$ cat src/rtl/sha256_message_hasher_defines.svh
// ----------------------------------------------------------------------------
// SHA-256 message hasher: assertion macros
// Shared concurrent assertion forms, clocked on clk and held off in reset.
// ----------------------------------------------------------------------------
`ifndef SHA256_MESSAGE_HASHER_DEFINES_SVH
`define SHA256_MESSAGE_HASHER_DEFINES_SVH

// Same-cycle implication.
`define SHA_ASSERT_IMP(lbl, ante, cons, msg) \
	lbl: assert property (@(posedge clk) disable iff (!arst_n) (ante) |-> (cons)) \
		else $error(msg);

// Next-cycle implication.
`define SHA_ASSERT_NXT(lbl, ante, cons, msg) \
	lbl: assert property (@(posedge clk) disable iff (!arst_n) (ante) |=> (cons)) \
		else $error(msg);

`endif

$ cat src/rtl/sha256_pkg.sv
// ----------------------------------------------------------------------------
// SHA-256 package
// Types, constants and round functions shared by the hasher modules.
// ----------------------------------------------------------------------------
package sha256_pkg;

	localparam int unsigned BLOCK_BYTES = 64;
	localparam int unsigned LEN_POS     = 56;
	localparam int unsigned ROUNDS      = 64;
	localparam logic [31:0] PAD_WORD    = 32'h0000_0080 << 24;

	localparam logic [31:0] IV [8] = '{
		32'h6a09e667, 32'hbb67ae85, 32'h3c6ef372, 32'ha54ff53a,
		32'h510e527f, 32'h9b05688c, 32'h1f83d9ab, 32'h5be0cd19
	};

	typedef enum logic [3:0] {
		S_IDLE, S_INS, S_PAD, S_ZERO, S_LEN, S_LCMP, S_RND, S_CEND, S_OUT
	} state_t;

	typedef struct packed {
		logic       load_word;
		logic       insert;
		logic       load_pad;
		logic       zero_fill;
		logic       put_length;
		logic       comp_start;
		logic       round;
		logic       comp_end;
		logic       hash_reset;
		logic [5:0] round_idx;
		logic [2:0] out_idx;
	} cmd_t;

	typedef struct packed {
		logic [6:0] fill;
		logic [2:0] pend_cnt;
	} stat_t;

	function automatic logic [31:0] rotr(input logic [31:0] v, input int unsigned n);
		return (v >> n) | (v << (32 - n));
	endfunction

	function automatic logic [31:0] ssig0(input logic [31:0] v);
		return rotr(v, 7) ^ rotr(v, 18) ^ (v >> 3);
	endfunction

	function automatic logic [31:0] ssig1(input logic [31:0] v);
		return rotr(v, 17) ^ rotr(v, 19) ^ (v >> 10);
	endfunction

	function automatic logic [31:0] bsig0(input logic [31:0] v);
		return rotr(v, 2) ^ rotr(v, 13) ^ rotr(v, 22);
	endfunction

	function automatic logic [31:0] bsig1(input logic [31:0] v);
		return rotr(v, 6) ^ rotr(v, 11) ^ rotr(v, 25);
	endfunction

	function automatic logic [31:0] round_k(input logic [5:0] t);
		logic [31:0] k;
		case (t)
			6'd0:  k = 32'h428a2f98; 6'd1:  k = 32'h71374491;
			6'd2:  k = 32'hb5c0fbcf; 6'd3:  k = 32'he9b5dba5;
			6'd4:  k = 32'h3956c25b; 6'd5:  k = 32'h59f111f1;
			6'd6:  k = 32'h923f82a4; 6'd7:  k = 32'hab1c5ed5;
			6'd8:  k = 32'hd807aa98; 6'd9:  k = 32'h12835b01;
			6'd10: k = 32'h243185be; 6'd11: k = 32'h550c7dc3;
			6'd12: k = 32'h72be5d74; 6'd13: k = 32'h80deb1fe;
			6'd14: k = 32'h9bdc06a7; 6'd15: k = 32'hc19bf174;
			6'd16: k = 32'he49b69c1; 6'd17: k = 32'hefbe4786;
			6'd18: k = 32'h0fc19dc6; 6'd19: k = 32'h240ca1cc;
			6'd20: k = 32'h2de92c6f; 6'd21: k = 32'h4a7484aa;
			6'd22: k = 32'h5cb0a9dc; 6'd23: k = 32'h76f988da;
			6'd24: k = 32'h983e5152; 6'd25: k = 32'ha831c66d;
			6'd26: k = 32'hb00327c8; 6'd27: k = 32'hbf597fc7;
			6'd28: k = 32'hc6e00bf3; 6'd29: k = 32'hd5a79147;
			6'd30: k = 32'h06ca6351; 6'd31: k = 32'h14292967;
			6'd32: k = 32'h27b70a85; 6'd33: k = 32'h2e1b2138;
			6'd34: k = 32'h4d2c6dfc; 6'd35: k = 32'h53380d13;
			6'd36: k = 32'h650a7354; 6'd37: k = 32'h766a0abb;
			6'd38: k = 32'h81c2c92e; 6'd39: k = 32'h92722c85;
			6'd40: k = 32'ha2bfe8a1; 6'd41: k = 32'ha81a664b;
			6'd42: k = 32'hc24b8b70; 6'd43: k = 32'hc76c51a3;
			6'd44: k = 32'hd192e819; 6'd45: k = 32'hd6990624;
			6'd46: k = 32'hf40e3585; 6'd47: k = 32'h106aa070;
			6'd48: k = 32'h19a4c116; 6'd49: k = 32'h1e376c08;
			6'd50: k = 32'h2748774c; 6'd51: k = 32'h34b0bcb5;
			6'd52: k = 32'h391c0cb3; 6'd53: k = 32'h4ed8aa4a;
			6'd54: k = 32'h5b9cca4f; 6'd55: k = 32'h682e6ff3;
			6'd56: k = 32'h748f82ee; 6'd57: k = 32'h78a5636f;
			6'd58: k = 32'h84c87814; 6'd59: k = 32'h8cc70208;
			6'd60: k = 32'h90befffa; 6'd61: k = 32'ha4506ceb;
			6'd62: k = 32'hbef9a3f7; 6'd63: k = 32'hc67178f2;
			default: k = 32'h0;
		endcase
		return k;
	endfunction

endpackage

$ cat src/rtl/sha256_dp.sv
// ----------------------------------------------------------------------------
// SHA-256 datapath
// Byte packer, message schedule, round logic and chained hash.
// ----------------------------------------------------------------------------
`include "sha256_message_hasher_defines.svh"

module sha256_dp (
	input  logic              clk,
	input  logic              arst_n,
	input  sha256_pkg::cmd_t  cmd,
	output sha256_pkg::stat_t stat,
	input  logic [31:0]       data_word,
	input  logic [2:0]        valid_bytes,
	output logic [31:0]       digest_word
);

	logic [511:0] buf_q;
	logic [6:0]   fill_q;
	logic [31:0]  pend_q;
	logic [2:0]   pcnt_q;
	logic [63:0]  bits_q;
	logic [31:0]  hash_q [8];
	logic [31:0]  var_q [8];
	logic [31:0]  win_q [16];

	logic [6:0]   avail;
	logic [6:0]   zlim;
	logic [2:0]   nins;
	logic [2:0]   nzero;
	logic [2:0]   nsh;
	logic [31:0]  src;
	logic [511:0] buf_sh;
	logic [31:0]  pend_sh;
	logic [2:0]   vb_clamp;
	logic [31:0]  w_new;
	logic [31:0]  t1;
	logic [31:0]  t2;

	assign avail = 7'(sha256_pkg::BLOCK_BYTES) - fill_q;
	assign nins  = (avail < {4'd0, pcnt_q}) ? avail[2:0] : pcnt_q;
	assign zlim  = (fill_q < 7'(sha256_pkg::LEN_POS)) ?
		7'(sha256_pkg::LEN_POS) - fill_q : avail;
	assign nzero = (zlim < 7'd4) ? zlim[2:0] : 3'd4;
	assign nsh   = cmd.zero_fill ? nzero : nins;
	assign src   = cmd.zero_fill ? 32'h0 : pend_q;
	assign vb_clamp = (valid_bytes > 3'd4) ? 3'd4 : valid_bytes;

	// Append up to four bytes at the low end of the block buffer.
	always_comb begin
		case (nsh)
			3'd1: begin
				buf_sh  = {buf_q[503:0], src[31:24]};
				pend_sh = {pend_q[23:0], 8'h0};
			end
			3'd2: begin
				buf_sh  = {buf_q[495:0], src[31:16]};
				pend_sh = {pend_q[15:0], 16'h0};
			end
			3'd3: begin
				buf_sh  = {buf_q[487:0], src[31:8]};
				pend_sh = {pend_q[7:0], 24'h0};
			end
			3'd4: begin
				buf_sh  = {buf_q[479:0], src};
				pend_sh = 32'h0;
			end
			default: begin
				buf_sh  = buf_q;
				pend_sh = pend_q;
			end
		endcase
	end

	assign w_new = win_q[0] + sha256_pkg::ssig0(win_q[1]) + win_q[9]
		+ sha256_pkg::ssig1(win_q[14]);
	assign t1 = var_q[7] + sha256_pkg::bsig1(var_q[4])
		+ ((var_q[4] & var_q[5]) ^ (~var_q[4] & var_q[6]))
		+ sha256_pkg::round_k(cmd.round_idx) + win_q[0];
	assign t2 = sha256_pkg::bsig0(var_q[0])
		+ ((var_q[0] & var_q[1]) ^ (var_q[0] & var_q[2]) ^ (var_q[1] & var_q[2]));

	always_ff @(posedge clk or negedge arst_n) begin
		if (!arst_n) begin
			fill_q <= '0;
			pcnt_q <= '0;
			bits_q <= '0;
			for (int i = 0; i < 8; i++) hash_q[i] <= sha256_pkg::IV[i];
		end else begin
			if (cmd.load_word) begin
				pend_q <= data_word;
				pcnt_q <= vb_clamp;
				bits_q <= bits_q + {58'd0, vb_clamp, 3'd0};
			end
			if (cmd.load_pad) begin
				pend_q <= sha256_pkg::PAD_WORD;
				pcnt_q <= 3'd1;
			end
			if (cmd.insert || cmd.zero_fill) begin
				buf_q  <= buf_sh;
				fill_q <= fill_q + {4'd0, nsh};
				if (cmd.insert) begin
					pend_q <= pend_sh;
					pcnt_q <= pcnt_q - nsh;
				end
			end
			if (cmd.put_length) begin
				buf_q  <= {buf_q[447:0], bits_q};
				fill_q <= 7'(sha256_pkg::BLOCK_BYTES);
			end
			if (cmd.comp_start) begin
				fill_q <= '0;
				for (int i = 0; i < 16; i++) win_q[i] <= buf_q[511 - 32 * i -: 32];
				for (int i = 0; i < 8; i++) var_q[i] <= hash_q[i];
			end
			if (cmd.round) begin
				for (int i = 0; i < 15; i++) win_q[i] <= win_q[i + 1];
				win_q[15] <= w_new;
				var_q[7] <= var_q[6];
				var_q[6] <= var_q[5];
				var_q[5] <= var_q[4];
				var_q[4] <= var_q[3] + t1;
				var_q[3] <= var_q[2];
				var_q[2] <= var_q[1];
				var_q[1] <= var_q[0];
				var_q[0] <= t1 + t2;
			end
			if (cmd.comp_end) begin
				for (int i = 0; i < 8; i++) hash_q[i] <= hash_q[i] + var_q[i];
			end
			if (cmd.hash_reset) begin
				bits_q <= '0;
				for (int i = 0; i < 8; i++) hash_q[i] <= sha256_pkg::IV[i];
			end
		end
	end

	assign stat.fill     = fill_q;
	assign stat.pend_cnt = pcnt_q;
	assign digest_word   = hash_q[cmd.out_idx];

	`SHA_ASSERT_IMP(a_fill_range, 1'b1, fill_q <= 7'(sha256_pkg::BLOCK_BYTES), "fill above block")
	`SHA_ASSERT_IMP(a_no_overfill, cmd.insert || cmd.zero_fill,
		fill_q != 7'(sha256_pkg::BLOCK_BYTES), "byte appended to full block")
	`SHA_ASSERT_NXT(a_start_clears, cmd.comp_start, fill_q == 7'd0, "fill not cleared")

endmodule

$ cat config.mk
export PLATFORM = sky130hd
export DESIGN_NAME = sha256_dp
export DESIGN_NICKNAME = d
export VERILOG_FILES = /design/src/rtl/sha256_pkg.sv /design/src/rtl/sha256_dp.sv
export VERILOG_INCLUDE_DIRS = /design/src /design/src/rtl
export SDC_FILE = /design/constraint.sdc
export NUM_CORES = 2
export LEC_CHECK = 0
export BUFFER_PORTS_ARGS = -buffer_cell sky130_fd_sc_hd__buf_2
export CORE_MARGIN = 1.5
export CORE_UTILIZATION = 25
export DETAILED_ROUTE_END_ITERATION = 8
export GPL_TIMING_DRIVEN = 1
export PLACE_DENSITY = 0.47
export RECOVER_POWER = 50
export SLEW_MARGIN = 30
export SYNTH_ARGS = -nofsm -noshare
export SYNTH_HDL_FRONTEND = slang
export SYNTH_SLANG_ARGS = --single-unit
$ cat constraint.sdc
create_clock -name clk -period 27.5 [get_ports clk]
set_input_delay 5.5 -clock clk [delete_from_list [all_inputs] [get_ports clk]]
set_output_delay 5.5 -clock clk [all_outputs]
set_load 0.05 [all_outputs]
==> metrics.cfg <==
[run_status]
status = finished, violations left
violations = max-capacitance violations, max-slew violations

[logic_synthesis]
syn_area_mm2 = 0.110
ys_warn_count = 0
yosys-mux-area-fraction_pct = 3.39
synth-xor-area-share_pct = 5.01
synth_top_area_share_pct = 35.9
synth-edff-count = 1312
synthSimpleGateAreaFrac_pct = 20.1
ys_seq_area_share_pct = 43.5
yosys.area.top_type = edfxtp_1
synth_fa_ha_area_share_pct = 8.20
synthesis.nets = 13015
ys_top_cells_by_area = edfxtp_1 (36%), nand2_1 (13%), ha_1 (4.6%)
syn-instance-count = 12361
synthArstFlopShare_pct = 20.0
syn_avg_cell_area_um2 = 8.89
synth_top_family_by_area = simple AND/OR/NAND/NOR gates
synth_top_flop_cell = edfxtp_1
synth_compound_area_share_pct = 15.5
ys_types = 93
ys_ff_latch = 1639

[sta]
finalSetupTns_ns = 0
grt_setup_unrepaired = no
period_needed_ns = 19.21
finalCritPeriodShare_pct = 69.9
worst_pin_slew_ns = 8.77
hold_slack_ns = 0.459
fin_worst_skew_ns = 0.0879
final_max_slew_viol_count = 2981
max_freq_mhz = 52.0
timing.slew.headroom_pct = -485
setup_viol = 0
hold_violations = 0

[routing]
ant_nets = 0
drc = 0
routed_wl_mm = 392
drtIter0Drc = 7993
vias = 90145
via_per_inst = 5.03
drtPass1Iterations = 6
wl_per_cell_um = 21.9

[global_routing]
antenna_found_initial = 11
grt_pass1_vias = 86667
grt_overflow = 0
grt_max_degree = 203
track_usage_pct = 17.1
grt_pass1_wl_mm = 589

[setup_path]
r2r_setup_slack_ns = 14.49
critPathMaxFanout = 164
ff2ff_path_depth = 18
r2r_end = buf_q[202]
critPathCaptureType = flop
startpoint_type = primary input
worstSetupStartpoint = arst_n
worstPathRequired_ns = 28.26
path_class = primary input to flop
worst_ep_arrival_time_ns = 19.97
r2r_start = fill_q[0]

[cts]
ctsHoldBuffers = 0
ctsResizeCount = 0
htreeDepth = 4
cts_tree = yes
root_buffer = clkbuf_16
cts_sinks = 1639
path_clk_slew_ns = 0.06
cts_buffers = 200
post_cts_buffers = 0
insertion_delay_ns = 0.94
ctsLongestPathBuffers = 4

[floorplan]
std_cell_rows = 243
dieArea_mm2 = 0.443
die_h_um = 666
core_area_mm2 = 0.438
start_util_pct = 25.1
die_w_um = 666
ios = 97

[hold_path]
hp-class = flop to flop
whs_path_depth = 2
holdPathEnd = win_q[1][27]
hold_start = win_q[1][59]

[place]
io_buffers = 96
hpwl_mm = 268
place_congestion = 0.893

[final_layout]
final_common_cell = nand2_1
layout-drive-gt1-share_pct = 6.67
nets = 12635
final_cell_mix = nand2_1 (3,945), edfxtp_1 (1,312), o21ai_0 (602), nand3_1 (596), o221ai_1 (486)
syn2layout_area_growth_pct = 10.9

[flow_run]
drv_cap = 54

[per-layer routing]
| layer | up-vias | global-route usage [%] | wire (µm) |
|---|---|---|---|
| li1 | 42802 | - | - |
| met1 | 44449 | 24.1 | 179000 |
| met2 | 2424 | 27.9 | 182000 |
| met3 | 470 | 1.62 | 18300 |
| met4 | 0 | 4.81 | 12000 |
| met5 | - | 0 | 0 |
[kinds of logic after synthesis]
group | Yosys count
XOR/XNOR | 628
AND/OR/NAND/NOR | 5422
adder cells (fa/ha/maj) | 602
AO/OA/AOI/OAI | 2639
multiplexers | 270
flip-flops | 1639
buffers and inverters | 1161
[worst max-delay path, cell delays in order]
cell      delay [ns]
clkbuf_1        2.85
and2_0          2.45
clkbuf_1        1.94
clkbuf_1        5.91
nand2_1         0.78
nand2_1         0.33
[cell type report]
type,count,area [µm²]
repair buffers,237,1600
diodes,3,7.51
fillers,46701,316000
clock inverters,118,1120
flip-flops and latches,1639,47800
clock buffers,253,5370
inverters,342,1290
multi-input cells,9561,57400
well taps,5757,7200
[worst max path at each step]
stage	to	slack (ns)	cells past startpoint
floorplan	var_q[0][0]	3.91	1
global placement	var_q[0][31]	11.65	38
detailed placement	var_q[0][31]	11.73	38
CTS	var_q[0][31]	12.66	38
global route	win_q[0][60]	7.12	6
finish	win_q[0][44]	8.29	6
[cells in the mapped netlist, types with 16 or more instances]
| cell type | n |
|---|---|
| a211oi_1 | 54 |
| a21oi_1 | 483 |
| nor2b_1 | 58 |
| a31oi_1 | 52 |
| o21ai_1 | 409 |
| o211ai_1 | 43 |
| nand4_1 | 29 |
| clkbuf_1 | 593 |
| or3_1 | 32 |
| a21o_1 | 214 |
| inv_1 | 337 |
| buf_1 | 54 |
| nand2_1 | 3945 |
| nand3b_1 | 18 |
| mux2_2 | 68 |
| nor3_1 | 60 |
| a221oi_1 | 16 |
| dfrtp_1 | 191 |
| buf_4 | 34 |
| xor2_1 | 226 |
| ha_1 | 401 |
| o21bai_1 | 40 |
| o22ai_1 | 29 |
| o221ai_1 | 486 |
| fa_1 | 198 |
| xnor2_1 | 402 |
| nor2_1 | 481 |
| and3_1 | 42 |
| edfxtp_1 | 1312 |
| nand2b_1 | 62 |
| nand3_1 | 596 |
| buf_2 | 134 |
| o21a_1 | 43 |
| mux2i_1 | 127 |
| mux4_2 | 75 |
| o31ai_1 | 34 |
| a211o_1 | 26 |
| nor4_1 | 20 |
| dfstp_2 | 136 |
| or2_2 | 24 |
| o21ai_0 | 551 |
| and2_1 | 21 |
[sequential cells by signal, summed over array words and instances, names as in the netlist]
register  cells
buf_q       512
pcnt_q        3
win_q       512
var_q       256
pend_q       32
hash_q      256
fill_q        7
bits_q       61
[through the flow]
stage / worst slack [ns] / instance area, µm² / std cells / utilization [%]
2_1_floorplan: 3.91 / 110000 / 12361 / -
6_report: 8.29 / 122000 / 17910 / 27.8
3_5_place_dp: 11.73 / 116000 / 17532 / 26.4
3_3_place_gp: 11.65 / 115000 / 17531 / 26.4
4_1_cts: 12.66 / 122000 / 17903 / 27.9
5_1_grt: 7.12 / 122000 / 17908 / 27.8
Power is not shown: default switching activity piles up to over one toggle a cycle in this logic, so the estimate is an artifact.
