--- config.mk ---
export PLATFORM = sky130hd
export DESIGN_NAME = sha256_ctrl
export DESIGN_NICKNAME = d
export VERILOG_FILES = /design/src/rtl/sha256_pkg.sv /design/src/rtl/sha256_ctrl.sv
export VERILOG_INCLUDE_DIRS = /design/src /design/src/rtl
export SDC_FILE = /design/constraint.sdc
export NUM_CORES = 1
export LEC_CHECK = 0
export BUFFER_PORTS_ARGS = -buffer_cell sky130_fd_sc_hd__buf_2
export CAP_MARGIN = 20
export CORE_MARGIN = 4
export CORE_UTILIZATION = 35
export DETAILED_ROUTE_END_ITERATION = 6
export HOLD_SLACK_MARGIN = 0.02
export PLACE_DENSITY = 0.59
export RECOVER_POWER = 100
export SYNTH_ARGS = -nofsm -noshare
export SYNTH_HDL_FRONTEND = slang
export SYNTH_SLANG_ARGS = --single-unit
--- constraint.sdc ---
create_clock -name clk -period 5.65 [get_ports clk]
set_input_delay 1.695 -clock clk [delete_from_list [all_inputs] [get_ports clk]]
set_output_delay 1.695 -clock clk [all_outputs]
set_load 0.03 [all_outputs]
--- src/rtl/sha256_message_hasher_defines.svh ---
// ----------------------------------------------------------------------------
// SHA-256 message hasher: assertion macros
// Shared concurrent assertion forms, clocked on clk and held off in reset.
// ----------------------------------------------------------------------------
`ifndef SHA256_MESSAGE_HASHER_DEFINES_SVH
`define SHA256_MESSAGE_HASHER_DEFINES_SVH

// Same-cycle implication.
`define SHA_ASSERT_IMP(lbl, ante, cons, msg) \
	lbl: assert property (@(posedge clk) disable iff (!arst_n) (ante) |-> (cons)) \
		else $error(msg);

// Next-cycle implication.
`define SHA_ASSERT_NXT(lbl, ante, cons, msg) \
	lbl: assert property (@(posedge clk) disable iff (!arst_n) (ante) |=> (cons)) \
		else $error(msg);

`endif

--- src/rtl/sha256_pkg.sv ---
// ----------------------------------------------------------------------------
// SHA-256 package
// Types, constants and round functions shared by the hasher modules.
// ----------------------------------------------------------------------------
package sha256_pkg;

	localparam int unsigned BLOCK_BYTES = 64;
	localparam int unsigned LEN_POS     = 56;
	localparam int unsigned ROUNDS      = 64;
	localparam logic [31:0] PAD_WORD    = 32'h0000_0080 << 24;

	localparam logic [31:0] IV [8] = '{
		32'h6a09e667, 32'hbb67ae85, 32'h3c6ef372, 32'ha54ff53a,
		32'h510e527f, 32'h9b05688c, 32'h1f83d9ab, 32'h5be0cd19
	};

	typedef enum logic [3:0] {
		S_IDLE, S_INS, S_PAD, S_ZERO, S_LEN, S_LCMP, S_RND, S_CEND, S_OUT
	} state_t;

	typedef struct packed {
		logic       load_word;
		logic       insert;
		logic       load_pad;
		logic       zero_fill;
		logic       put_length;
		logic       comp_start;
		logic       round;
		logic       comp_end;
		logic       hash_reset;
		logic [5:0] round_idx;
		logic [2:0] out_idx;
	} cmd_t;

	typedef struct packed {
		logic [6:0] fill;
		logic [2:0] pend_cnt;
	} stat_t;

	function automatic logic [31:0] rotr(input logic [31:0] v, input int unsigned n);
		return (v >> n) | (v << (32 - n));
	endfunction

	function automatic logic [31:0] ssig0(input logic [31:0] v);
		return rotr(v, 7) ^ rotr(v, 18) ^ (v >> 3);
	endfunction

	function automatic logic [31:0] ssig1(input logic [31:0] v);
		return rotr(v, 17) ^ rotr(v, 19) ^ (v >> 10);
	endfunction

	function automatic logic [31:0] bsig0(input logic [31:0] v);
		return rotr(v, 2) ^ rotr(v, 13) ^ rotr(v, 22);
	endfunction

	function automatic logic [31:0] bsig1(input logic [31:0] v);
		return rotr(v, 6) ^ rotr(v, 11) ^ rotr(v, 25);
	endfunction

	function automatic logic [31:0] round_k(input logic [5:0] t);
		logic [31:0] k;
		case (t)
			6'd0:  k = 32'h428a2f98; 6'd1:  k = 32'h71374491;
			6'd2:  k = 32'hb5c0fbcf; 6'd3:  k = 32'he9b5dba5;
			6'd4:  k = 32'h3956c25b; 6'd5:  k = 32'h59f111f1;
			6'd6:  k = 32'h923f82a4; 6'd7:  k = 32'hab1c5ed5;
			6'd8:  k = 32'hd807aa98; 6'd9:  k = 32'h12835b01;
			6'd10: k = 32'h243185be; 6'd11: k = 32'h550c7dc3;
			6'd12: k = 32'h72be5d74; 6'd13: k = 32'h80deb1fe;
			6'd14: k = 32'h9bdc06a7; 6'd15: k = 32'hc19bf174;
			6'd16: k = 32'he49b69c1; 6'd17: k = 32'hefbe4786;
			6'd18: k = 32'h0fc19dc6; 6'd19: k = 32'h240ca1cc;
			6'd20: k = 32'h2de92c6f; 6'd21: k = 32'h4a7484aa;
			6'd22: k = 32'h5cb0a9dc; 6'd23: k = 32'h76f988da;
			6'd24: k = 32'h983e5152; 6'd25: k = 32'ha831c66d;
			6'd26: k = 32'hb00327c8; 6'd27: k = 32'hbf597fc7;
			6'd28: k = 32'hc6e00bf3; 6'd29: k = 32'hd5a79147;
			6'd30: k = 32'h06ca6351; 6'd31: k = 32'h14292967;
			6'd32: k = 32'h27b70a85; 6'd33: k = 32'h2e1b2138;
			6'd34: k = 32'h4d2c6dfc; 6'd35: k = 32'h53380d13;
			6'd36: k = 32'h650a7354; 6'd37: k = 32'h766a0abb;
			6'd38: k = 32'h81c2c92e; 6'd39: k = 32'h92722c85;
			6'd40: k = 32'ha2bfe8a1; 6'd41: k = 32'ha81a664b;
			6'd42: k = 32'hc24b8b70; 6'd43: k = 32'hc76c51a3;
			6'd44: k = 32'hd192e819; 6'd45: k = 32'hd6990624;
			6'd46: k = 32'hf40e3585; 6'd47: k = 32'h106aa070;
			6'd48: k = 32'h19a4c116; 6'd49: k = 32'h1e376c08;
			6'd50: k = 32'h2748774c; 6'd51: k = 32'h34b0bcb5;
			6'd52: k = 32'h391c0cb3; 6'd53: k = 32'h4ed8aa4a;
			6'd54: k = 32'h5b9cca4f; 6'd55: k = 32'h682e6ff3;
			6'd56: k = 32'h748f82ee; 6'd57: k = 32'h78a5636f;
			6'd58: k = 32'h84c87814; 6'd59: k = 32'h8cc70208;
			6'd60: k = 32'h90befffa; 6'd61: k = 32'ha4506ceb;
			6'd62: k = 32'hbef9a3f7; 6'd63: k = 32'hc67178f2;
			default: k = 32'h0;
		endcase
		return k;
	endfunction

endpackage

--- src/rtl/sha256_ctrl.sv ---
// ----------------------------------------------------------------------------
// SHA-256 controller
// Sequences word intake, padding, compression rounds and digest output.
// ----------------------------------------------------------------------------
`include "sha256_message_hasher_defines.svh"

module sha256_ctrl (
	input  logic              clk,
	input  logic              arst_n,
	input  logic              in_valid,
	output logic              in_ready,
	input  logic              in_last,
	output logic              out_valid,
	input  logic              out_ready,
	output sha256_pkg::cmd_t  cmd,
	input  sha256_pkg::stat_t stat
);

	sha256_pkg::state_t state_q, state_n, ret_q, ret_n;
	logic [5:0] round_q, round_n;
	logic [2:0] oidx_q, oidx_n;
	logic       last_q, last_n;
	logic       tail_q, tail_n;
	logic       full;

	assign full = stat.fill == 7'(sha256_pkg::BLOCK_BYTES);

	always_ff @(posedge clk or negedge arst_n) begin
		if (!arst_n) begin
			state_q <= sha256_pkg::S_IDLE;
			ret_q   <= sha256_pkg::S_IDLE;
			round_q <= '0;
			oidx_q  <= '0;
			last_q  <= 1'b0;
			tail_q  <= 1'b0;
		end else begin
			state_q <= state_n;
			ret_q   <= ret_n;
			round_q <= round_n;
			oidx_q  <= oidx_n;
			last_q  <= last_n;
			tail_q  <= tail_n;
		end
	end

	always_comb begin
		state_n   = state_q;
		ret_n     = ret_q;
		round_n   = round_q;
		oidx_n    = oidx_q;
		last_n    = last_q;
		tail_n    = tail_q;
		cmd       = '0;
		cmd.round_idx = round_q;
		cmd.out_idx   = oidx_q;
		in_ready  = 1'b0;
		out_valid = 1'b0;
		unique case (state_q)
			sha256_pkg::S_IDLE: begin
				in_ready = 1'b1;
				if (in_valid) begin
					cmd.load_word = 1'b1;
					last_n  = in_last;
					state_n = sha256_pkg::S_INS;
				end
			end
			sha256_pkg::S_INS: begin
				if (full) begin
					cmd.comp_start = 1'b1;
					ret_n   = sha256_pkg::S_INS;
					round_n = '0;
					state_n = sha256_pkg::S_RND;
				end else if (stat.pend_cnt == 3'd0) begin
					if (tail_q)
						state_n = sha256_pkg::S_ZERO;
					else if (last_q)
						state_n = sha256_pkg::S_PAD;
					else
						state_n = sha256_pkg::S_IDLE;
				end else begin
					cmd.insert = 1'b1;
				end
			end
			sha256_pkg::S_PAD: begin
				cmd.load_pad = 1'b1;
				last_n  = 1'b0;
				tail_n  = 1'b1;
				state_n = sha256_pkg::S_INS;
			end
			sha256_pkg::S_ZERO: begin
				if (full) begin
					cmd.comp_start = 1'b1;
					ret_n   = sha256_pkg::S_ZERO;
					round_n = '0;
					state_n = sha256_pkg::S_RND;
				end else if (stat.fill == 7'(sha256_pkg::LEN_POS)) begin
					state_n = sha256_pkg::S_LEN;
				end else begin
					cmd.zero_fill = 1'b1;
				end
			end
			sha256_pkg::S_LEN: begin
				cmd.put_length = 1'b1;
				state_n = sha256_pkg::S_LCMP;
			end
			sha256_pkg::S_LCMP: begin
				cmd.comp_start = 1'b1;
				ret_n   = sha256_pkg::S_OUT;
				round_n = '0;
				state_n = sha256_pkg::S_RND;
			end
			sha256_pkg::S_RND: begin
				cmd.round = 1'b1;
				round_n   = round_q + 6'd1;
				if (round_q == 6'(sha256_pkg::ROUNDS - 1))
					state_n = sha256_pkg::S_CEND;
			end
			sha256_pkg::S_CEND: begin
				cmd.comp_end = 1'b1;
				state_n = ret_q;
			end
			sha256_pkg::S_OUT: begin
				out_valid = 1'b1;
				if (out_ready) begin
					if (oidx_q == 3'd7) begin
						cmd.hash_reset = 1'b1;
						oidx_n  = '0;
						tail_n  = 1'b0;
						state_n = sha256_pkg::S_IDLE;
					end else begin
						oidx_n = oidx_q + 3'd1;
					end
				end
			end
			default: state_n = sha256_pkg::S_IDLE;
		endcase
	end

	`SHA_ASSERT_NXT(a_round_end, state_q == sha256_pkg::S_RND && round_q == 6'd63,
		state_q == sha256_pkg::S_CEND, "round counter did not end compression")
	`SHA_ASSERT_NXT(a_digest_done, out_valid && out_ready && oidx_q == 3'd7,
		state_q == sha256_pkg::S_IDLE && !tail_q, "digest end did not return to idle")
	`SHA_ASSERT_IMP(a_excl_hs, 1'b1, !(in_ready && out_valid), "both channels active")

endmodule
==> summary.md, run 1 <==
| Metric | Value |
|---|---|
| Status | finished, final reports clean |
| Slew headroom | 0.342 |
| Routed wire length | approximately 2500 µm |
| PortBufs | 34 |
| Max-cap viol count | 0 |
| Initial Util | 0.367 |
| Largest net degree at the start of global routing | 19 |
| Post-DR wirelength/cell | 13.8 µm |
| IO Count | 35 |
| PwrDens | around 380 nW/µm² |
| Detailed Place HPWL | 1980 µm |
| Setup CP Type | primary input to output port |
| Htree depth | 1 |
| Synth area leader | dfrtp_1 |
| Worst-path fanout max | 8 |
| Avg Cell Area, Syn | 10.7 µm² |
| Vias per cell | just over 5 |
| Row count | 20 |
| Hold buffer count at cts | 0 |
| Remaining antenna violation count | 0 |
| CP Capture Type | output port |
| Chip Height | 64.6 µm |
| Post-CTS sizing | 0 |
| Fin Clk Skew | 0.00562 ns |
| CTS sink count | 18 |
| N_diodes | 0 |
| Fin crit period | 4.83 ns |
| R2r setup slk | 3.63 ns |
| Setup Fix Bufs, Post-CTS | 0 |
| Mapped Nets | 123 |
| CTS tree | yes |
| Primary FF master, synth | dfrtp_1 |
| Critical Path AT | about 3.1 ns |
| FF+latch count, synth | 18 |
| Crit path required time | 3.95 ns |
| Synthesis-to-layout area growth | 15.3% |
| Drt first-iter violations | 28 |
| Worst min path class | register to register |
| Post-synthesis sequential area ratio | 0.402 |
| Num CTS Buffers | 3 |
| Die X | between 60 and 70 µm |
| Setup Viol. Count Final | 0 |
| Final period util | 0.854 |
| VDD IR max | 0.165 mV |
| Global route overflow | 0 |
| Count of different cell masters after synthesis | 52 |
| Placed Area | 1320 µm² |
| # nets final | 159 |
| Peak Freq | 0.207 GHz |
| Layout cells sized above 1 | 0.221 |
| Vias in the first global route | 968 |
| Vias | roughly 940 |
| Core Area | 3050 µm² |
| Worst slew pin tran | 0.986 ns |
| Drc violations | 0 |
| Total GRT Usage | 0.137 |
| Post-Synthesis Cells | 105 |
| Setup TNS | 0 ns |
| Bufs on Longest Clock Path | 2 |
| Die ar. | 4170 µm² |
| Final Wtd Congestion | around 0.79 |
| Hold Fails Final Rpt | 0 |
| PnR Total Power | 0.493 mW |
| First-pass GRT wire length | 4570 µm |
| Clk slew on worst S/H paths | 0.10 ns |
| Total iterations of the first detailed-routing run | 4 |
| Initial antenna violation count | 0 |
| EDFF count, synth | 0 |
| Final Max Slew Viols | 0 |
| Synth area leaders | dfrtp_1 (40%), nor4b_4 (4.2%), ha_1 (3.3%) |
| P_leak | about 0.59 nW |
| Worst-Skew Late Latency | 0.29 ns |
| Synth Cell Area | 1120 µm² |
| RSZ-0062 raised after global routing | false |
| Design area | about 1300 µm² |
| Top-area cell type share of the netlist area | 0.402 |
| Synthesis warning total | 0 |
| CTS Root Cell | clkbuf_4 |
| Critical Path Start Type | primary input |
| Ys async rst share | 1.00 |
[cells in the mapped netlist, types with 2 or more instances]
library cell / instances
ha_1: 3
nand3_1: 6
nor3_1: 4
o21bai_1: 2
and2_1: 2
or3_1: 2
nor2_1: 4
inv_1: 3
xnor2_1: 2
dfrtp_1: 18
nand2_1: 7
nand2b_1: 2
nor4b_4: 2
mux2_2: 3
and3_1: 2
o21a_1: 2
a21oi_1: 2
o21ai_0: 5
[layer usage]
layer  part of all wire  track usage
met3              0.049       0.0347
met1               0.47        0.178
met2               0.48        0.223
met4             0.0059       0.0396
met5                  0            0
[cell families (layout without fill, tap and decap cells)]
family / after synthesis / in the layout / share of synthesized area
simple gates: 44 / 44 / 0.296
compound gates: 26 / 26 / 0.173
flops: 18 / 18 / 0.402
buf+inv: 7 / 42 / 0.0335
mux: 4 / 4 / 0.0391
fa+ha+maj: 3 / 3 / 0.0335
xor+xnor: 3 / 3 / 0.0234
[state kept, by name, summed over array words and instances, names as in the netlist]
name / flops
last_q: 1
tail_q: 1
oidx_q: 3
state_q: 4
round_q: 6
ret_q: 3
[cell type report]
type	count	area, µm²
well taps	44	55.1
flip-flops and latches	18	450
clock buffers	4	36.3
fillers	350	1760
multi-input cells	80	591
repair buffers	34	145
inverters	4	15.0
[worst max-delay path: stages]
cell and delay (ns):
buf_2 0.10, nor4b_1 0.61, nand3_4 0.19, nand2_1 0.19, clkbuf_1 0.33
[where the power goes]
group | switching (mW) | internal, mW | leakage (nW)
logic | 0.133 | 0.0837 | 0.332
clock network | 0.0389 | 0.0392 | 0.0210
registers | 0.0450 | 0.153 | 0.233
total | 0.216 | 0.276 | 0.586
[through the flow]
step,cells,setup slack [ns],hold WS [ns],utilization
finish,184,0.824,0.533,0.423
global route,184,0.682,0.579,0.423
CTS,184,1.20,0.537,0.445
detailed placement,180,1.20,0.510,0.434
global placement,180,1.23,0.516,0.434
floorplan,105,1.24,0.447,-
[placed cells by master, fill, tap and decap left out, types with 2 or more instances in the layout]
cell type / synthesis / routed
and3_1: 2 / 2
nand2b_1: 2 / 2
nor4b_1: 0 / 2
nor4_1: 1 / 2
ha_1: 3 / 3
clkbuf_1: 1 / 20
mux2_2: 3 / 3
o21bai_1: 2 / 2
a21boi_0: 1 / 2
nand3_1: 6 / 6
nor3_1: 4 / 4
xnor2_1: 2 / 2
nand2_1: 7 / 7
o21a_1: 2 / 2
a21oi_1: 2 / 3
buf_2: 0 / 14
dfrtp_1: 18 / 18
or3_1: 2 / 2
inv_1: 3 / 3
and2_0: 0 / 3
clkbuf_4: 1 / 3
o21ai_0: 5 / 5
nor2_1: 4 / 4
[worst paths after layout]
| path | endpoint | cells after the start | from |
|---|---|---|---|
| setup / recovery | cmd[12] | 5 | stat[6] |
| hold / removal | ret_q[3] | 2 | ret_q[3] |
| setup reg to reg | oidx_q[2] | 3 | state_q[2] |
| hold reg to reg | ret_q[3] | 2 | ret_q[3] |
| max in group asynchronous | state_q[1] | 1 | arst_n |
| min in group asynchronous | oidx_q[1] | 1 | arst_n |
No activity file was read; power rests on OpenSTA's default activity.
==> inputs of run 2 (changes only) <==
Settings changed: ABC_AREA set to 1.
==> run 2 against run 1 <==
Sequential power up 12%. Non-clock buffer count is the same. Die area rose by 4.5%. Maximum frequency increased by 8.6%. Largest cell class unchanged. Via count grew 18%. Final area rose by 6.5%. Sequential share of layout area decreased by 2.1 points. Clock power increased by 3.3%. Synthesized cell count increased by 65%. Critical path type unchanged. Worst setup slack better by 0.38 ns. Clock skew is 0.011 ns higher.
==> summary.md, run 2 <==
| Metric | Value |
|---|---|
| PnR worst setup slack | ~1.2 ns |
| Final Max Slew Viols | 0 |
| Fin crit period | about 4.4 ns |
| IO Count | 35 |
| Post-synthesis sequential area ratio | 0.382 |
| Status | finished, final reports clean |
| Die ar. | 4360 µm² |
| CTS tree | yes |
| Crit path required time | 3.95 ns |
| Initial Util | 0.377 |
| FF+latch count, synth | 18 |
| Max-cap viol count | 0 |
| Layout cells sized above 1 | 0.137 |
| Reg2Reg Depth | 5 |
| Clk slew on worst S/H paths | 0.11 ns |
| Detailed Place HPWL | ~2100 µm |
| Total iterations of the first detailed-routing run | 4 |
| Routed wire length | 2570 µm |
| Total GRT Usage | 0.129 |
| EDFF count, synth | 0 |
| Design area | 1380 µm² |
| VDD IR max | 0.227 mV |
| Setup Viol. Count Final | 0 |
| Regs by FF count | round_q x6, state_q x4 |
| CTS sink count | 18 |
| Top-area cell type share of the netlist area | 0.382 |
| RSZ-0062 raised after global routing | false |
| Synthesis warning total | 0 |
| Placed Area | 1400 µm² |
| Critical Path AT | 2.75 ns |
| Worst-Skew Late Latency | 0.30 ns |
| Hold Fails Final Rpt | 0 |
| Setup TNS | 0 ns |
| Synth Cell Area | around 1200 µm² |
| Row count | 20 |
| Setup CP Type | primary input to output port |
| Post-CTS sizing | 0 |
| R2r setup slk | 3.97 ns |
| Most frequent cell after synthesis | nand2_1 |
| First-pass GRT wire length | 4450 µm |
| Drc violations | 0 |
| Max reg flops | 6 |
| Worst min path class | register to register |
| Mapped Nets | 191 |
| Initial antenna violation count | 0 |
| Chip Height | 66.0 µm |
| Synth area leaders | dfrtp_1 (38%), nand2_1 (16%), inv_1 (9.2%) |
| Post-DR wirelength/cell | 10.1 µm |
| N_diodes | 0 |
| Setup Fix Bufs, Post-CTS | 0 |
| Largest net degree at the start of global routing | 19 |
| WHS Path Cells | 2 |
| Count of different cell masters after synthesis | 21 |
| Htree depth | 1 |
| CTS Root Cell | clkbuf_4 |
| Most frequent cells in the layout | nand2_1 (52), nor2_1 (30), inv_1 (29) |
| Finished Core Util | 0.440 |
| CP Capture Type | output port |
| Remaining antenna violation count | 0 |
| PortBufs | 34 |
| Drt first-iter violations | 38 |
| Num CTS Buffers | 3 |
| Critical Path Start Type | primary input |
| Peak Freq | 0.225 GHz |
| Slew headroom | 0.358 |
| Vias in the first global route | about 1100 |
| Seq. cell area | roughly 450 µm² |
| Synth cell count leaders | nand2_1 (51), inv_1 (29), nor2_1 (26) |
| Ys async rst share | 1.00 |
| Hold buffer count at cts | 0 |
| Bufs on Longest Clock Path | 2 |
| Pre-CTS setup slack | 1.29 ns |
| PwrDens | 472 nW/µm² |
| Final period util | 0.786 |
| Worst-path fanout max | 5 |
| Filler Cell Count | 357 |
| Die X | 66.0 µm |
| # nets final | 230 |
| Vias | 1117 |
| P_leak | 0.786 nW |
| Primary FF master, synth | dfrtp_1 |
| Core Area | 3130 µm² |
| Post-Synthesis Cells | around 170 |
| Final Wtd Congestion | 0.814 |
| Avg Cell Area, Syn | slightly below 7 µm² |
| Fin Clk Skew | 0.0163 ns |
| Hold_ws | 0.508 ns |
| Most common cell after layout, fill and taps aside | nand2_1 |
| Multi-input logic area | 572 µm² |
| Worst slew pin tran | 0.964 ns |
| Synth area leader | dfrtp_1 |
| Global route overflow | 0 |
| Vias per cell | 4.38 |
| Reg with most FFs | round_q |
| Synthesis-to-layout area growth | 16.8% |
==> run 2: cell count changes after synthesis, sizes merged, moves of 3 or more <==
cell | before | now
and2 | 3 | 0
nand3 | 7 | 12
nor2 | 4 | 36
inv | 4 | 31
nor3 | 5 | 2
mux2 | 3 | 0
nand2 | 8 | 54
and3 | 3 | 0
==> run 2: layout make-up <==
| class | instances | share of cell area |
|---|---|---|
| Multi-Input combinational cell | 124 | 0.415 |
| Sequential cell | 18 | 0.327 |
| Timing Repair Buffer | 34 | 0.106 |
| Inverter | 31 | 0.0845 |
| Tap cell | 44 | 0.0400 |
| Clock buffer | 4 | 0.0264 |
==> run 2: final timing paths <==
path / to / startpoint
worst max register to register: oidx_q[0] / state_q[0]
worst min register to register: ret_q[3] / ret_q[3]
min in group asynchronous: round_q[5] / arst_n
worst min-delay path: ret_q[3] / ret_q[3]
worst max-delay path: cmd[12] / stat[4]
max in group asynchronous: round_q[4] / arst_n
==> run 2: routing by layer <==
| metal | routed length, µm | vias to the layer above | global-route usage |
|---|---|---|---|
| li1 | - | 602 | - |
| met5 | 0 | - | 0 |
| met4 | 13 | 0 | 0.0228 |
| met1 | 1240 | 484 | 0.171 |
| met2 | 1150 | 29 | 0.212 |
| met3 | 166 | 2 | 0.0357 |
==> run 2: cell families (layout without fill, tap and decap cells) <==
family / count (synthesis) / after routing / synth area share
and+or+nand+nor: 107 / 107 / 0.418
AOI/OAI and AO/OA: 12 / 12 / 0.0541
xor gates and xnor gates: 2 / 2 / 0.0149
adders and majority gates: 3 / 3 / 0.0319
buffers and inverters: 31 / 69 / 0.0987
DFF: 18 / 18 / 0.382
==> run 2: per-stage QoR <==
step	power (mW)	std cells
after global routing	0.715	255
after detailed placement	0.600	251
final	0.649	255
after global placement	0.601	251
after CTS	0.681	255
after floorplan	0.502	173
==> run 2: worst max-delay path: stages <==
cell      delay (ns)
buf_2           0.10
nor2_1          0.13
nand2_1         0.07
inv_1           0.07
nand2_1         0.06
nor2_1          0.14
nor2_1          0.11
inv_1           0.07
clkbuf_1        0.31
==> run 2: power by group <==
part	switching, mW	leakage [nW]	internal (mW)
Clock	0.0414	0.0210	0.0393
Combinational	0.246	0.535	0.101
Sequential	0.0475	0.229	0.174
==> inputs of run 3 (changes only) <==
Settings changed: ABC_AREA 1 to 0.
Clock period 5.65 ns to 4.1 ns, I/O delays scaled along.
==> run 3 against run 2 <==
Non-clock buffer count unchanged. First-iteration DRC count down 32%. Die area decreased by 4.3%. Final area decreased by 6.1%. Largest cell class unchanged. Clock skew fell by 0.010 ns. Combinational power shrank 15%. Core utilization shrank 1.7 points. Hold slack better by 0.028 ns. Via count fell by 15%.
==> summary.md, run 3 (synthesized netlist as in run 1, its figures left out) <==
| Metric | Value |
|---|---|
| Status | finished, final reports clean |
| Initial Util | 0.367 |
| Design area | roughly 1300 µm² |
| Max reg flops | 6 |
| Most common cell after layout, fill and taps aside | clkbuf_1 |
| Peak Freq | 0.271 GHz |
| PortBufs | 34 |
| Critical Path Start Type | primary input |
| Worst setup endpoint | cmd[12] |
| PnR worst setup slack | a little over 0.4 ns |
| Placed Area | between 1000 and 1500 µm² |
| Final Max Slew Viols | 0 |
| Largest net degree at the start of global routing | 19 |
| IO Count | 35 |
| RSZ-0062 raised after global routing | false |
| Setup TNS | 0 ns |
| Synthesis-to-layout area growth | 15.3% |
| Final Wtd Congestion | slightly below 0.8 |
| P_leak | 0.586 nW |
| Crit path required time | 2.87 ns |
| Global route overflow | 0 |
| CTS sink count | 18 |
| Reg with most FFs | round_q |
| Non-Filler Instances | 184 |
| Setup Fix Bufs, Post-CTS | 0 |
| Vias in the first global route | 968 |
| Setup Viol. Count Final | 0 |
| Clk slew on worst S/H paths | 0.10 ns |
| Fin crit period | 3.70 ns |
| Hold_ws | 0.536 ns |
| PnR Total Power | around 0.67 mW |
| Initial antenna violation count | 0 |
| PwrDens | 522 nW/µm² |
| DP Cell Count | 180 |
| Total GRT Usage | 0.137 |
| Row count | 20 |
| Regs by FF count | round_q x6, state_q x4 |
| Vias | 946 |
| Die X | approximately 65 µm |
| Htree depth | 1 |
| Multi-input logic area | about 600 µm² |
| Reg2Reg Depth | 3 |
| Critical Path AT | approximately 2.5 ns |
| Worst-path fanout max | 8 |
| CP Launch Point | stat[6] |
| Setup CP Type | primary input to output port |
| # nets final | between 150 and 200 |
| Final period util | 0.901 |
| CP Capture Type | output port |
| Core Area | 3050 µm² |
| Worst min path class | register to register |
| Pre-CTS setup slack | 0.578 ns |
| Most frequent cells in the layout | clkbuf_1 (22), dfrtp_1 (18), buf_2 (12) |
| Fin Clk Skew | 0.00610 ns |
| CTS Root Cell | clkbuf_4 |
| Reg2reg start | state_q[2] |
| Total iterations of the first detailed-routing run | 4 |
| Routed wire length | 2530 µm |
| Filler Cell Count | 353 |
| Finished Core Util | 0.423 |
| VDD IR max | between 0.2 and 0.25 mV |
| Worst slew pin tran | around 1 ns |
| Layout cells sized above 1 | 0.200 |
| RR Endpoint | oidx_q[2] |
| Post-DR wirelength/cell | about 14 µm |
| Drc violations | 0 |
| Worst-Skew Late Latency | about 0.29 ns |
| Remaining antenna violation count | 0 |
| First-pass GRT wire length | 4570 µm |
| Max-cap viol count | 0 |
| Drt first-iter violations | 26 |
| Post-CTS sizing | 0 |
| Detailed Place HPWL | 1980 µm |
| Die ar. | 4170 µm² |
| N_diodes | 0 |
| Hold buffer count at cts | 0 |
| Hold Fails Final Rpt | 0 |
| Chip Height | 64.6 µm |
| Bufs on Longest Clock Path | 2 |
| CTS tree | yes |
| Vias per cell | approximately 5.1 |
| Seq. cell area | 450 µm² |
| R2r setup slk | 2.06 ns |
| Num CTS Buffers | 3 |
| WHS Path Cells | 2 |
| Slew headroom | 0.343 |
[run 3: cell count changes in the layout (fill, tap and decap cells not counted), sizes merged, moves of 5 or more]
cell,before,now
inv,31,4
nor2,36,4
nand3,12,7
nand2,54,8
[run 3: worst min-delay path by stage]
| stage | slack [ns] | end | from |
|---|---|---|---|
| after floorplan | 0.45 | ret_q[3] | ret_q[3] |
| final | 0.54 | ret_q[3] | ret_q[3] |
| after global placement | 0.52 | ret_q[3] | ret_q[3] |
| after CTS | 0.54 | ret_q[3] | ret_q[3] |
| after global routing | 0.58 | state_q[3] | ret_q[3] |
| after detailed placement | 0.51 | ret_q[3] | ret_q[3] |
[run 3: area by class of cell]
| type | count | area share |
|---|---|---|
| Tap cell | 44 | 0.0426 |
| Inverter | 4 | 0.0116 |
| Multi-Input combinational cell | 80 | 0.459 |
| Timing Repair Buffer | 34 | 0.110 |
| Clock buffer | 4 | 0.0281 |
| Sequential cell | 18 | 0.348 |
[run 3: critical path: stages]
cell	delay, ns
clkbuf_1	0.11
nor4b_4	0.31
nand3_1	0.26
nand2_1	0.22
clkbuf_1	0.33
[run 3: routing by layer]
layer  up-vias  GRT usage  share of wire
met5         -          0              0
met4         0     0.0396         0.0059
met3         2     0.0347          0.050
met2        23      0.223           0.47
met1       453      0.178           0.47
li1        468          -              -
[run 3: report_power, final]
part | internal, mW | switching [mW] | total, mW
Combinational | 0.115 | 0.180 | 0.295
Clock | 0.0540 | 0.0534 | 0.107
Sequential | 0.211 | 0.0614 | 0.273
Total | 0.380 | 0.295 | 0.675
